[config.mk]
export PLATFORM = sky130hd
export DESIGN_NAME = swcm_hist
export DESIGN_NICKNAME = d
export VERILOG_FILES = /design/src/rtl/swcm_pkg.sv /design/src/rtl/swcm_hist.sv
export SDC_FILE = /design/constraint.sdc
export NUM_CORES = 2
export LEC_CHECK = 0
export BUFFER_PORTS_ARGS = -buffer_cell sky130_fd_sc_hd__buf_2
export CELL_PAD_IN_SITES_DETAIL_PLACEMENT = 1
export CELL_PAD_IN_SITES_GLOBAL_PLACEMENT = 1
export CORE_ASPECT_RATIO = 1.25
export CORE_MARGIN = 4
export CORE_UTILIZATION = 50
export CTS_CLUSTER_SIZE = 14
export DETAILED_ROUTE_END_ITERATION = 6
export MAX_ROUTING_LAYER = met4
export PLACE_DENSITY_LB_ADDON = 0.1
export SLEW_MARGIN = 20
export SYNTH_ARGS = -nofsm -noshare
export SYNTH_HDL_FRONTEND = slang
export SYNTH_SLANG_ARGS = --single-unit
[constraint.sdc]
create_clock -name i_clk -period 2.2 [get_ports i_clk]
set_clock_uncertainty 0.05 [all_clocks]
set_input_delay 0.44 -clock i_clk [delete_from_list [all_inputs] [get_ports i_clk]]
set_output_delay 0.44 -clock i_clk [all_outputs]
set_load 0.02 [all_outputs]
[src/rtl/swcm_pkg.sv]
// shared constants and types for the sliding window composition match block
package swcm_pkg;

    localparam int ALPHABET_SIZE_DEF = 256;
    localparam int MAX_QUERY_DEF     = 256;

    localparam int RESIDUE_W    = 8;
    localparam int SHARED_OUT_W = 9;
    localparam int LENGTH_OUT_W = 9;
    localparam int SIM_W        = 17;

    localparam int IN_TDATA_W  = 8;
    localparam int IN_TUSER_W  = 2;
    localparam int OUT_TDATA_W = 40;

    localparam int USER_OPCODE = 0;
    localparam int USER_FIRST  = 1;

    localparam logic OP_QUERY = 1'b0;
    localparam logic OP_HIT   = 1'b1;

    typedef struct packed {
        logic clr;
        logic wr;
    } t_hist_ctl;

endpackage

[src/rtl/swcm_hist.sv]
// residue histogram memory with per-bin valid bits and registered read
module swcm_hist
    import swcm_pkg::*;
#(
    parameter int DEPTH = ALPHABET_SIZE_DEF,
    parameter int AW    = $clog2(ALPHABET_SIZE_DEF),
    parameter int CW    = $clog2(MAX_QUERY_DEF + 1)
) (
    input  logic          i_clk,
    input  logic          i_rst_n,
    input  t_hist_ctl     i_ctl,
    input  logic [AW-1:0] i_rd_addr,
    input  logic [AW-1:0] i_wr_addr,
    input  logic [CW-1:0] i_wr_data,
    output logic [CW-1:0] o_rd_data
);

    logic [CW-1:0]    r_mem [DEPTH];
    logic [DEPTH-1:0] r_valid;
    logic [CW-1:0]    r_rd_data;
    logic             r_rd_valid;

    always_ff @(posedge i_clk) begin
        if (!i_rst_n) begin
            r_valid <= '0;
        end else if (i_ctl.clr) begin
            r_valid <= '0;
        end else if (i_ctl.wr) begin
            r_valid[i_wr_addr] <= 1'b1;
        end
    end

    always_ff @(posedge i_clk) begin
        if (i_ctl.wr) begin
            r_mem[i_wr_addr] <= i_wr_data;
        end
        r_rd_data  <= r_mem[i_rd_addr];
        r_rd_valid <= r_valid[i_rd_addr];
    end

    assign o_rd_data = r_rd_valid ? r_rd_data : '0;

endmodule

==> results.md <==
* Max stage delay on crit path at 0.55 ns
* Final worst-path cycle share at 107%
* # setup viols final at 5
* Number of synthesized flops with an enable pin at 2,304
* Violated checks: setup timing
* Largest net degree at the start of global routing at roughly 90
* Root buf cell: clkbuf_16
* Leak at 39.5 nW
* Async SR Flop Fraction at 0%
* H-tree lvl count at 5
* Yosys cell types at 61
* Synth warnings at 0
* Slowest-stage cell, CP: mux4_2
* Place WS at -1.62 ns
* Site row count at 182
* Outcome: complete, but fails checks
* Clk pwr share at 42.6%
* Initial core utilization at 50.2%
* Die Ht at 505 µm
* Internal power at 81.5 mW
* Crit-path cells: mux4_2, mux4_2, nand3_2, o2111ai_2, buf_6, nor3_4, buf_6, nor4_2
* Clk sinks at about 2,600
* Ports at 38
* Final HPWL DP at 194 mm
* Drt pass-1 iters at 6
* Initial drt markers at about 5,900
* Slew HR at 42.0%
* Crit-path max FO at 1
* Die span in x at between 400 and 500 µm
* Worst skew pair latency at 0.93 ns
* Fin nets at 6,142
* Core area at slightly below 0.2 mm²
* DP Area at 0.110 mm²
* Top cell type's share of synthesized area at ~70%
* Number of global-route vias before repair at roughly 58,000
* Number of CTS-inserted buffers at 275
* Mapped Cells at 5,165
* First-pass GRT wire length at between 400 and 500 mm
* Drt drc at 0
* Worst vdd ir at 0.876 mV
* CP required at 2.92 ns
* Layout cells sized above 1 at 33.2%
* Register bit total from synthesis at 2,570
* Mapped Nets at 5,194
* Setup TNS at -0.352 ns
* Reg power frac at 51.4%
* Synthesized area at 0.0987 mm²
* Clk slew on worst S/H paths at 0.06 ns
* GRT Resource Usage Total at 29.6%
* RSZ-0062 raised after global routing: yes
* Sequential-to-total area share from yosys stat at 75.5%
* Gr ovfl total at 0
* Clock tree buffer depth at 4
* Crit path kind: register to register
* Die area at 0.205 mm²
* Startpoint types: register
* Psw at 22.3 mW
* Critical path buffers and inverters at 2
* Initial antenna violation count at 14
* Area Growth Syn to Fin at 20.9%
* Final worst setup slack at -0.152 ns
* Final ANT Viol Nets at 0
* Crit. End Element: register
* GP Congestion at about 0.9
* Worst-Margin Slew at 0.870 ns
* Fmax at 425 MHz
* Avg Inst Size Synth at 19.1 µm²
* Largest delay share family, worst path: multiplexers
* CTS tree: yes
* Combinational power share at 6.0%
* Via density at 6.13
* PortBufs at 37
* CP arrival at 3.07 ns
* Area leader, netlist: edfxtp_1
* Max Cap Viol at 0
* Crit path time final at 2.35 ns
* Final Max Slew Viols at 0
* Fillers at 16,800
* Wire per inst at between 30 and 40 µm
* Hold crit path type: input pin to register
* Top post-synthesis cells by area: edfxtp_1 (70%), mux4_2 (12%), dfxtp_1 (5.4%)
* Final Hold Violating Endpoints at 0
* Power Dens Cells at 869 mW/mm²
* Sw Ratio at 21.4%
* Drt total wl at 292 mm
* Top FF cell, synth: edfxtp_1
* Vias post-DR at 54,500
* Design area at about 0.12 mm²
## power groups by stage
stage	sequential [mW]	combinational, mW	clock (mW)
after global routing	53.3	6.48	47.2
after global placement	54.4	5.87	0
final	53.3	6.20	44.2
after CTS	53.3	6.15	45.0
after floorplan	54.3	2.69	0
after detailed placement	54.4	5.98	0
## final cells by class
| type | instances | area (µm²) | area share (%) |
|---|---|---|---|
| Clock inverter | 92 | 826 | 0.692 |
| Antenna cell | 5 | 12.5 | 0.0105 |
| Timing Repair Buffer | 980 | 9760 | 8.17 |
| Clock buffer | 384 | 7640 | 6.40 |
| Sequential cell | 2570 | 74500 | 62.4 |
| Multi-Input combinational cell | 2282 | 23400 | 19.6 |
| Inverter | 4 | 15.0 | 0.0126 |
| Tap cell | 2576 | 3220 | 2.70 |
## repair_timing
action / CTS / global route
resized for setup: 96 / 45
hold buffers: 10 / 0
pin swaps: 22 / 16
endpoints found under the setup margin: 19 / 11
setup buffers: 0 / 0
hold endpoints to repair: 255 / 0
## worst reg2reg max path, delay by kind of cell (launching register included)
kind	cells	cell delay, ns
AOI/OAI and AO/OA	1	0.10
buffers and inverters	2	0.32
DFF	1	0.38
muxes	2	1.04
and+or+nand+nor	3	0.34
## cells by family (layout without fill, tap and decap cells)
logic type             count (synthesis)  after routing  synth area share (%)
buffers and inverters                313           1460                  1.96
AOI/OAI and AO/OA                    546            546                  3.97
muxes                                754            754                  14.5
and+or+nand+nor                      982            982                  4.15
other                                  0              5                     0
DFF                                 2570           2570                  75.5
## layout by cell type, fill, tap and decap left out, drive strengths merged, types with 9 or more instances in the layout
cell / count
edfxtp: 2304
buf: 968
nor2: 749
mux4: 538
clkbuf: 386
dfxtp: 266
mux2i: 214
a22oi: 161
a21oi: 114
o22ai: 77
clkinv: 70
nand2: 56
o221ai: 47
nor3: 38
nand3: 37
o21ai: 32
nor4: 30
o21ba: 29
a221oi: 19
nor2b: 18
a22o: 17
bufinv: 14
and2: 12
dlygate4sd3: 10
a31oi: 9
## flip-flops by register name (all words and copies together) (netlist names)
name / count
r_mem: 2304
r_rd_data: 9
r_rd_valid: 1
r_valid: 256
## cell usage after synthesis (4+ instances only)
cell / n
a211o_1: 4
a211oi_1: 8
a21oi_1: 114
a221oi_1: 18
a22o_1: 17
a22oi_1: 161
a311oi_2: 5
a31oi_1: 9
and2_1: 12
buf_1: 18
buf_12: 13
buf_2: 59
buf_4: 32
buf_6: 31
buf_8: 11
clkbuf_1: 144
dfxtp_1: 266
edfxtp_1: 2304
mux2i_1: 214
mux4_2: 538
nand2_1: 56
nand2b_1: 8
nand3_1: 37
nand4_1: 8
nor2_1: 749
nor2b_1: 18
nor3_1: 38
nor4_1: 25
nor4_2: 5
o2111ai_1: 5
o21ai_0: 23
o21ai_1: 9
o21ba_2: 29
o221ai_1: 40
o221ai_2: 7
o22ai_1: 77
o32ai_1: 5
or2_2: 7
or3_1: 5
## per-layer routing
| layer | vias up | global-route usage (%) | share of wire, % |
|---|---|---|---|
| met1 | 29400 | 39.7 | 40 |
| met5 | - | - | 0 |
| met4 | 0 | 8.69 | 3.1 |
| li1 | 22800 | - | - |
| met2 | 1898 | 47.9 | 50 |
| met3 | 440 | 4.04 | 6.0 |
## per-stage QoR
step	instances	total power [mW]	hold WS [ns]	utilization (%)
floorplan	5165	57.0	0.385	-
global placement	8405	60.2	0.393	56.0
detailed placement	8405	60.3	0.409	56.0
CTS	8889	104	0.0119	60.6
global route	8891	107	0.0292	60.8
finish	8893	104	0.0438	60.8
## worst paths after layout
kind                              startpoint             to  slack, ns  cells past startpoint
worst max register to register  r_mem[55][5]   r_rd_data[5]      -0.15                      8
worst max-delay path            r_mem[55][5]   r_rd_data[5]      -0.15                      8
worst min register to register  r_valid[165]   r_valid[165]       0.42                      2
worst min-delay path            i_wr_data[3]  r_mem[148][3]       0.04                      1
Power figures use the tool's default switching activity.
