## src/rtl/swcm_pkg.sv

```systemverilog
// shared constants and types for the sliding window composition match block
package swcm_pkg;

    localparam int ALPHABET_SIZE_DEF = 256;
    localparam int MAX_QUERY_DEF     = 256;

    localparam int RESIDUE_W    = 8;
    localparam int SHARED_OUT_W = 9;
    localparam int LENGTH_OUT_W = 9;
    localparam int SIM_W        = 17;

    localparam int IN_TDATA_W  = 8;
    localparam int IN_TUSER_W  = 2;
    localparam int OUT_TDATA_W = 40;

    localparam int USER_OPCODE = 0;
    localparam int USER_FIRST  = 1;

    localparam logic OP_QUERY = 1'b0;
    localparam logic OP_HIT   = 1'b1;

    typedef struct packed {
        logic clr;
        logic wr;
    } t_hist_ctl;

endpackage

```

## src/rtl/swcm_div.sv

```systemverilog
// restoring divider, one quotient bit per cycle, for the q1.16 similarity
module swcm_div
    import swcm_pkg::*;
#(
    parameter int W = $clog2(MAX_QUERY_DEF + 1)
) (
    input  logic             i_clk,
    input  logic             i_rst_n,
    input  logic             i_start,
    input  logic [W-1:0]     i_dividend,
    input  logic [W-1:0]     i_divisor,
    output logic             o_done,
    output logic [SIM_W-1:0] o_quotient
);

    localparam int CNT_W = $clog2(SIM_W + 1);

    logic             r_busy;
    logic             r_done;
    logic [CNT_W-1:0] r_cnt;
    logic [W:0]       r_rem;
    logic [SIM_W-1:0] r_quo;
    logic             trial;
    logic [W:0]       rem_sub;

    assign trial   = r_rem >= {1'b0, i_divisor};
    assign rem_sub = trial ? (r_rem - {1'b0, i_divisor}) : r_rem;

    always_ff @(posedge i_clk) begin
        if (!i_rst_n) begin
            r_busy <= 1'b0;
            r_done <= 1'b0;
            r_cnt  <= '0;
        end else begin
            r_done <= 1'b0;
            if (i_start) begin
                r_busy <= 1'b1;
                r_cnt  <= CNT_W'(SIM_W);
            end else if (r_busy) begin
                r_cnt <= r_cnt - 1'b1;
                if (r_cnt == CNT_W'(1)) begin
                    r_busy <= 1'b0;
                    r_done <= 1'b1;
                end
            end
        end
    end

    always_ff @(posedge i_clk) begin
        if (i_start) begin
            r_rem <= {1'b0, i_dividend};
        end else if (r_busy) begin
            r_rem <= {rem_sub[W-1:0], 1'b0};
            r_quo <= {r_quo[SIM_W-2:0], trial};
        end
    end

    assign o_done     = r_done;
    assign o_quotient = r_quo;

endmodule

```

## config.mk

```make
export PLATFORM = sky130hd
export DESIGN_NAME = swcm_div
export DESIGN_NICKNAME = d
export VERILOG_FILES = /design/src/rtl/swcm_pkg.sv /design/src/rtl/swcm_div.sv
export SDC_FILE = /design/constraint.sdc
export NUM_CORES = 1
export LEC_CHECK = 0
export ABC_AREA = 1
export BUFFER_PORTS_ARGS = -buffer_cell sky130_fd_sc_hd__clkbuf_2
export CAP_MARGIN = 0
export CORE_MARGIN = 2
export CORE_UTILIZATION = 51
export CTS_BUF_LIST = sky130_fd_sc_hd__clkbuf_8
export DETAILED_ROUTE_END_ITERATION = 8
export GPL_TIMING_DRIVEN = 0
export PLACE_DENSITY = 0.79
export SLEW_MARGIN = 20
export SYNTH_ARGS = -nofsm -noshare
export SYNTH_HDL_FRONTEND = slang
export SYNTH_SLANG_ARGS = --single-unit
```

## constraint.sdc

```tcl
create_clock -name i_clk -period 1.8 [get_ports i_clk]
set_input_delay 0.18 -clock i_clk [delete_from_list [all_inputs] [get_ports i_clk]]
set_output_delay 0.18 -clock i_clk [all_outputs]
set_load 0.03 [all_outputs]
```

==> metrics.txt <==
CP Data Required Time=~1.8 ns; total gr overflow=0; Max-slew headroom=about 73%; Crit Path Max Fanout=5; Worst-Margin Slew=around 0.41 ns; area taken by multi-input logic gates=~960 um^2; Finished Cell Area=2490 um^2; Sequential Area=about 940 um^2; Final Instance Count excl. Fillers=about 310; row count=22; Startpoint Class=register; first-pass GRT wire length=about 6500 um; Fillers=roughly 300; status=finished, violations left; Leak Pwr=~1.2 nW; fin crit share=107%; Seq/Total Area, Yosys=49.5%; unrepaired setup endpoints after global routing=true; Combinational Power Share=between 30% and 40%; Hold Path End=r_cnt[0]$_SDFFE_PN0P_; Setup WS post-layout=-0.121 ns; clock sinks=34; hold slack=0.157 ns; R2R Path Start=r_rem[0]$_SDFFCE_PN0P_; final hold violation count=0; CTS Hold Bufs=0; HP Start=i_rst_n; net switching power=between 0.8 and 0.9 mW; Yosys warning count=0; Starting Density=between 50% and 60%; TritonCTS clock tree=yes; largest net degree at the start of global routing=20; HP Class=input port to register; chip width=65.0 um; P_int=roughly 1.7 mW; PwrDens=a little over 1000 nW/um^2; minimum clock period after layout=roughly 1.9 ns; Max Freq=approximately 520 MHz; failing checks=negative setup slack; P&R area growth vs syn=31.0%; DR vias/cell=about 5.1; flop-to-flop setup slack=-0.12 ns; final setup fails=9; DP Area=2160 um^2; Mapped Nets=242; Post-Place Worst Slack=-0.212 ns; DP Cell Count=roughly 300; max-cap viol count=0; IO Count=39; mapped cell area=approximately 1900 um^2; Detailed Place HPWL=around 2800 um; initial antenna violation count=0; Worst-Skew Late Latency=about 0.28 ns; GRT Total Usage=around a fifth; post-layout util=68.5%; Iter 0 DRT Violations=around 120; total wire length=about 4200 um; core box area=3630 um^2; post-route ant nets=0; Peak VDD IR=roughly 0.00069 V; Crit. End Element=register; switching share of power=about 33%; die footprint=about 4200 um^2; share of layout cells above drive strength 1=around 36%; vias in the first global route=~1400; Seq pwr share=between 30% and 40%; reg-to-reg endpoint=r_rem[5]$_DFFE_PP_; Worst Reg-to-Reg Cells=12; vias after detailed routing=around 1600; CTS root buf=clkbuf_8; cells after synthesis=~210; clock power share=25.4%; total CTS buffers=5; synth unique cells=29; drt wl/cell=around 13 um; worst hold path depth=3; total power=2.58 mW; drt pass-1 iters=4; Critical Path AT=1.96 ns; # nets final=slightly below 300; die span in y=~65 um; Crit Path Class=register to register; Clock transition at path regs=about 0.060 ns; Syn Area/Cell=9.09 um^2; Yosys reg bits=34; DR DRC count=0; gpl congestion=0.900; Max clock buf depth=2; ANT cells=0; setup TNS=-0.678 ns; fin. max-slew vios=0; H-tree lvl count=2; port bufs=38; skew final=0.00674 ns
[final cells by class]
| cell class | count | area share [%] |
|---|---|---|
| multi-input combinational | 134 | 38.6 |
| timing repair buffer | 45 | 10.3 |
| clock inverter | 3 | 1.51 |
| tap | 48 | 2.41 |
| clock buffer | 5 | 2.77 |
| sequential | 34 | 37.8 |
| inverter | 41 | 6.18 |
| buffer | 1 | 0.452 |
[critical path, stage by stage (launching register included)]
cell and delay, ns:
edfxtp_1 0.38, inv_2 0.10, ha_4 0.12, inv_2 0.04
fa_2 0.35, nand3_2 0.07, nand3_2 0.08, nand2_2 0.10
nand2_4 0.08, nand2_4 0.12, nand3_1 0.09, nand3_1 0.10
nand2_1 0.05
[flip-flops by register name, indices dropped and copies added (netlist names)]
name,cells
r_rem,10
r_cnt,5
o_quotient,17
r_busy,1
o_done,1
[logic make-up (layout without fill, tap and decap cells)]
kind of cell,after synthesis,after routing,synth area share (%)
and+or+nand+nor,105,106,27.5
adders and majority gates,12,12,8.30
xor gates and xnor gates,4,4,1.84
DFF,34,34,49.5
buffers and inverters,42,95,8.70
AOI/OAI and AO/OA,12,12,4.15
[Yosys cell counts]
library cell,count,area (um^2)
nand3_2,1,10.0
a21oi_1,5,25.0
nand2_1,49,184
or2_1,1,6.26
nor2_2,1,6.26
nor2_1,6,22.5
nor2_4,1,11.3
inv_1,38,143
nand3_1,23,115
edfxtp_1,26,781
a31oi_1,1,6.26
o211ai_1,1,7.51
inv_2,3,11.3
xnor2_1,2,17.5
o21ai_0,3,15.0
nand2_2,12,75.1
nand3b_1,3,22.5
a21oi_4,1,16.3
ha_1,11,138
xor2_1,2,17.5
fa_1,1,20.0
nand2_8,1,20.0
dfxtp_1,8,160
buf_6,1,11.3
a21oi_2,1,8.76
nand2_4,1,11.3
nand4_1,3,18.8
nor3_1,2,10.0
or2_4,1,8.76
[power groups by stage]
stage / clock network, mW / logic [mW] / registers, mW
3_3_place_gp: 0 / 0.693 / 0.985
5_1_grt: 0.708 / 1.03 / 0.992
6_report: 0.656 / 0.941 / 0.987
3_5_place_dp: 0 / 0.715 / 0.989
2_1_floorplan: 0 / 0.546 / 1.00
4_1_cts: 0.666 / 0.811 / 0.973
[metal layers]
layer / global-route usage [%] / share of wire (%) / routed length (um) / up-vias
met5: 0 / 0 / 0 / -
met4: 9.38 / 3.4 / 143 / 0
met2: 36.0 / 52 / 2180 / 50
met1: 24.1 / 40 / 1680 / 737
met3: 5.03 / 4.3 / 181 / 16
li1: - / - / - / 784
[worst max path at each step]
| stage | start | endpoint | slack, ns | cells after the start |
|---|---|---|---|---|
| after floorplan | r_rem[0]$_SDFFCE_PN0P_ | r_rem[1]$_DFFE_PP_ | -0.008 | 12 |
| after CTS | r_rem[0]$_SDFFCE_PN0P_ | r_rem[3]$_DFFE_PP_ | -0.15 | 12 |
| after detailed placement | r_rem[0]$_SDFFCE_PN0P_ | r_rem[7]$_DFFE_PP_ | -0.21 | 12 |
| after global routing | r_rem[0]$_SDFFCE_PN0P_ | r_rem[5]$_DFFE_PP_ | -0.20 | 12 |
| after global placement | r_rem[0]$_SDFFCE_PN0P_ | r_rem[2]$_DFFE_PP_ | -0.13 | 12 |
| final | r_rem[0]$_SDFFCE_PN0P_ | r_rem[5]$_DFFE_PP_ | -0.12 | 12 |
[cells in the final DEF (no fill, tap or decap), types with 2 or more instances in the layout]
cell | synthesis | final
nor2_1 | 6 | 6
o21ai_0 | 3 | 3
nor3_1 | 2 | 2
xor2_1 | 2 | 2
clkbuf_2 | 0 | 38
ha_4 | 0 | 7
inv_2 | 3 | 4
edfxtp_1 | 26 | 26
nand3_1 | 23 | 14
buf_4 | 0 | 6
dfxtp_1 | 8 | 8
ha_1 | 11 | 4
nand3b_1 | 3 | 3
nand3_2 | 1 | 10
nand2_2 | 12 | 11
nand4_1 | 3 | 3
inv_1 | 38 | 38
nand2_1 | 49 | 49
a21oi_1 | 5 | 5
nand2_8 | 1 | 2
clkbuf_8 | 0 | 5
nand2_4 | 1 | 2
[repair_timing]
action                                  in CTS  in global routing
setup buffers                                4                  3
gates resized for setup                     11                 15
endpoints found under the hold margin        0                  0
gates cloned                                 1                  0
pin swaps                                   12                  4
endpoints found under the setup margin       9                 10
No activity file was read; power rests on OpenSTA's default activity.
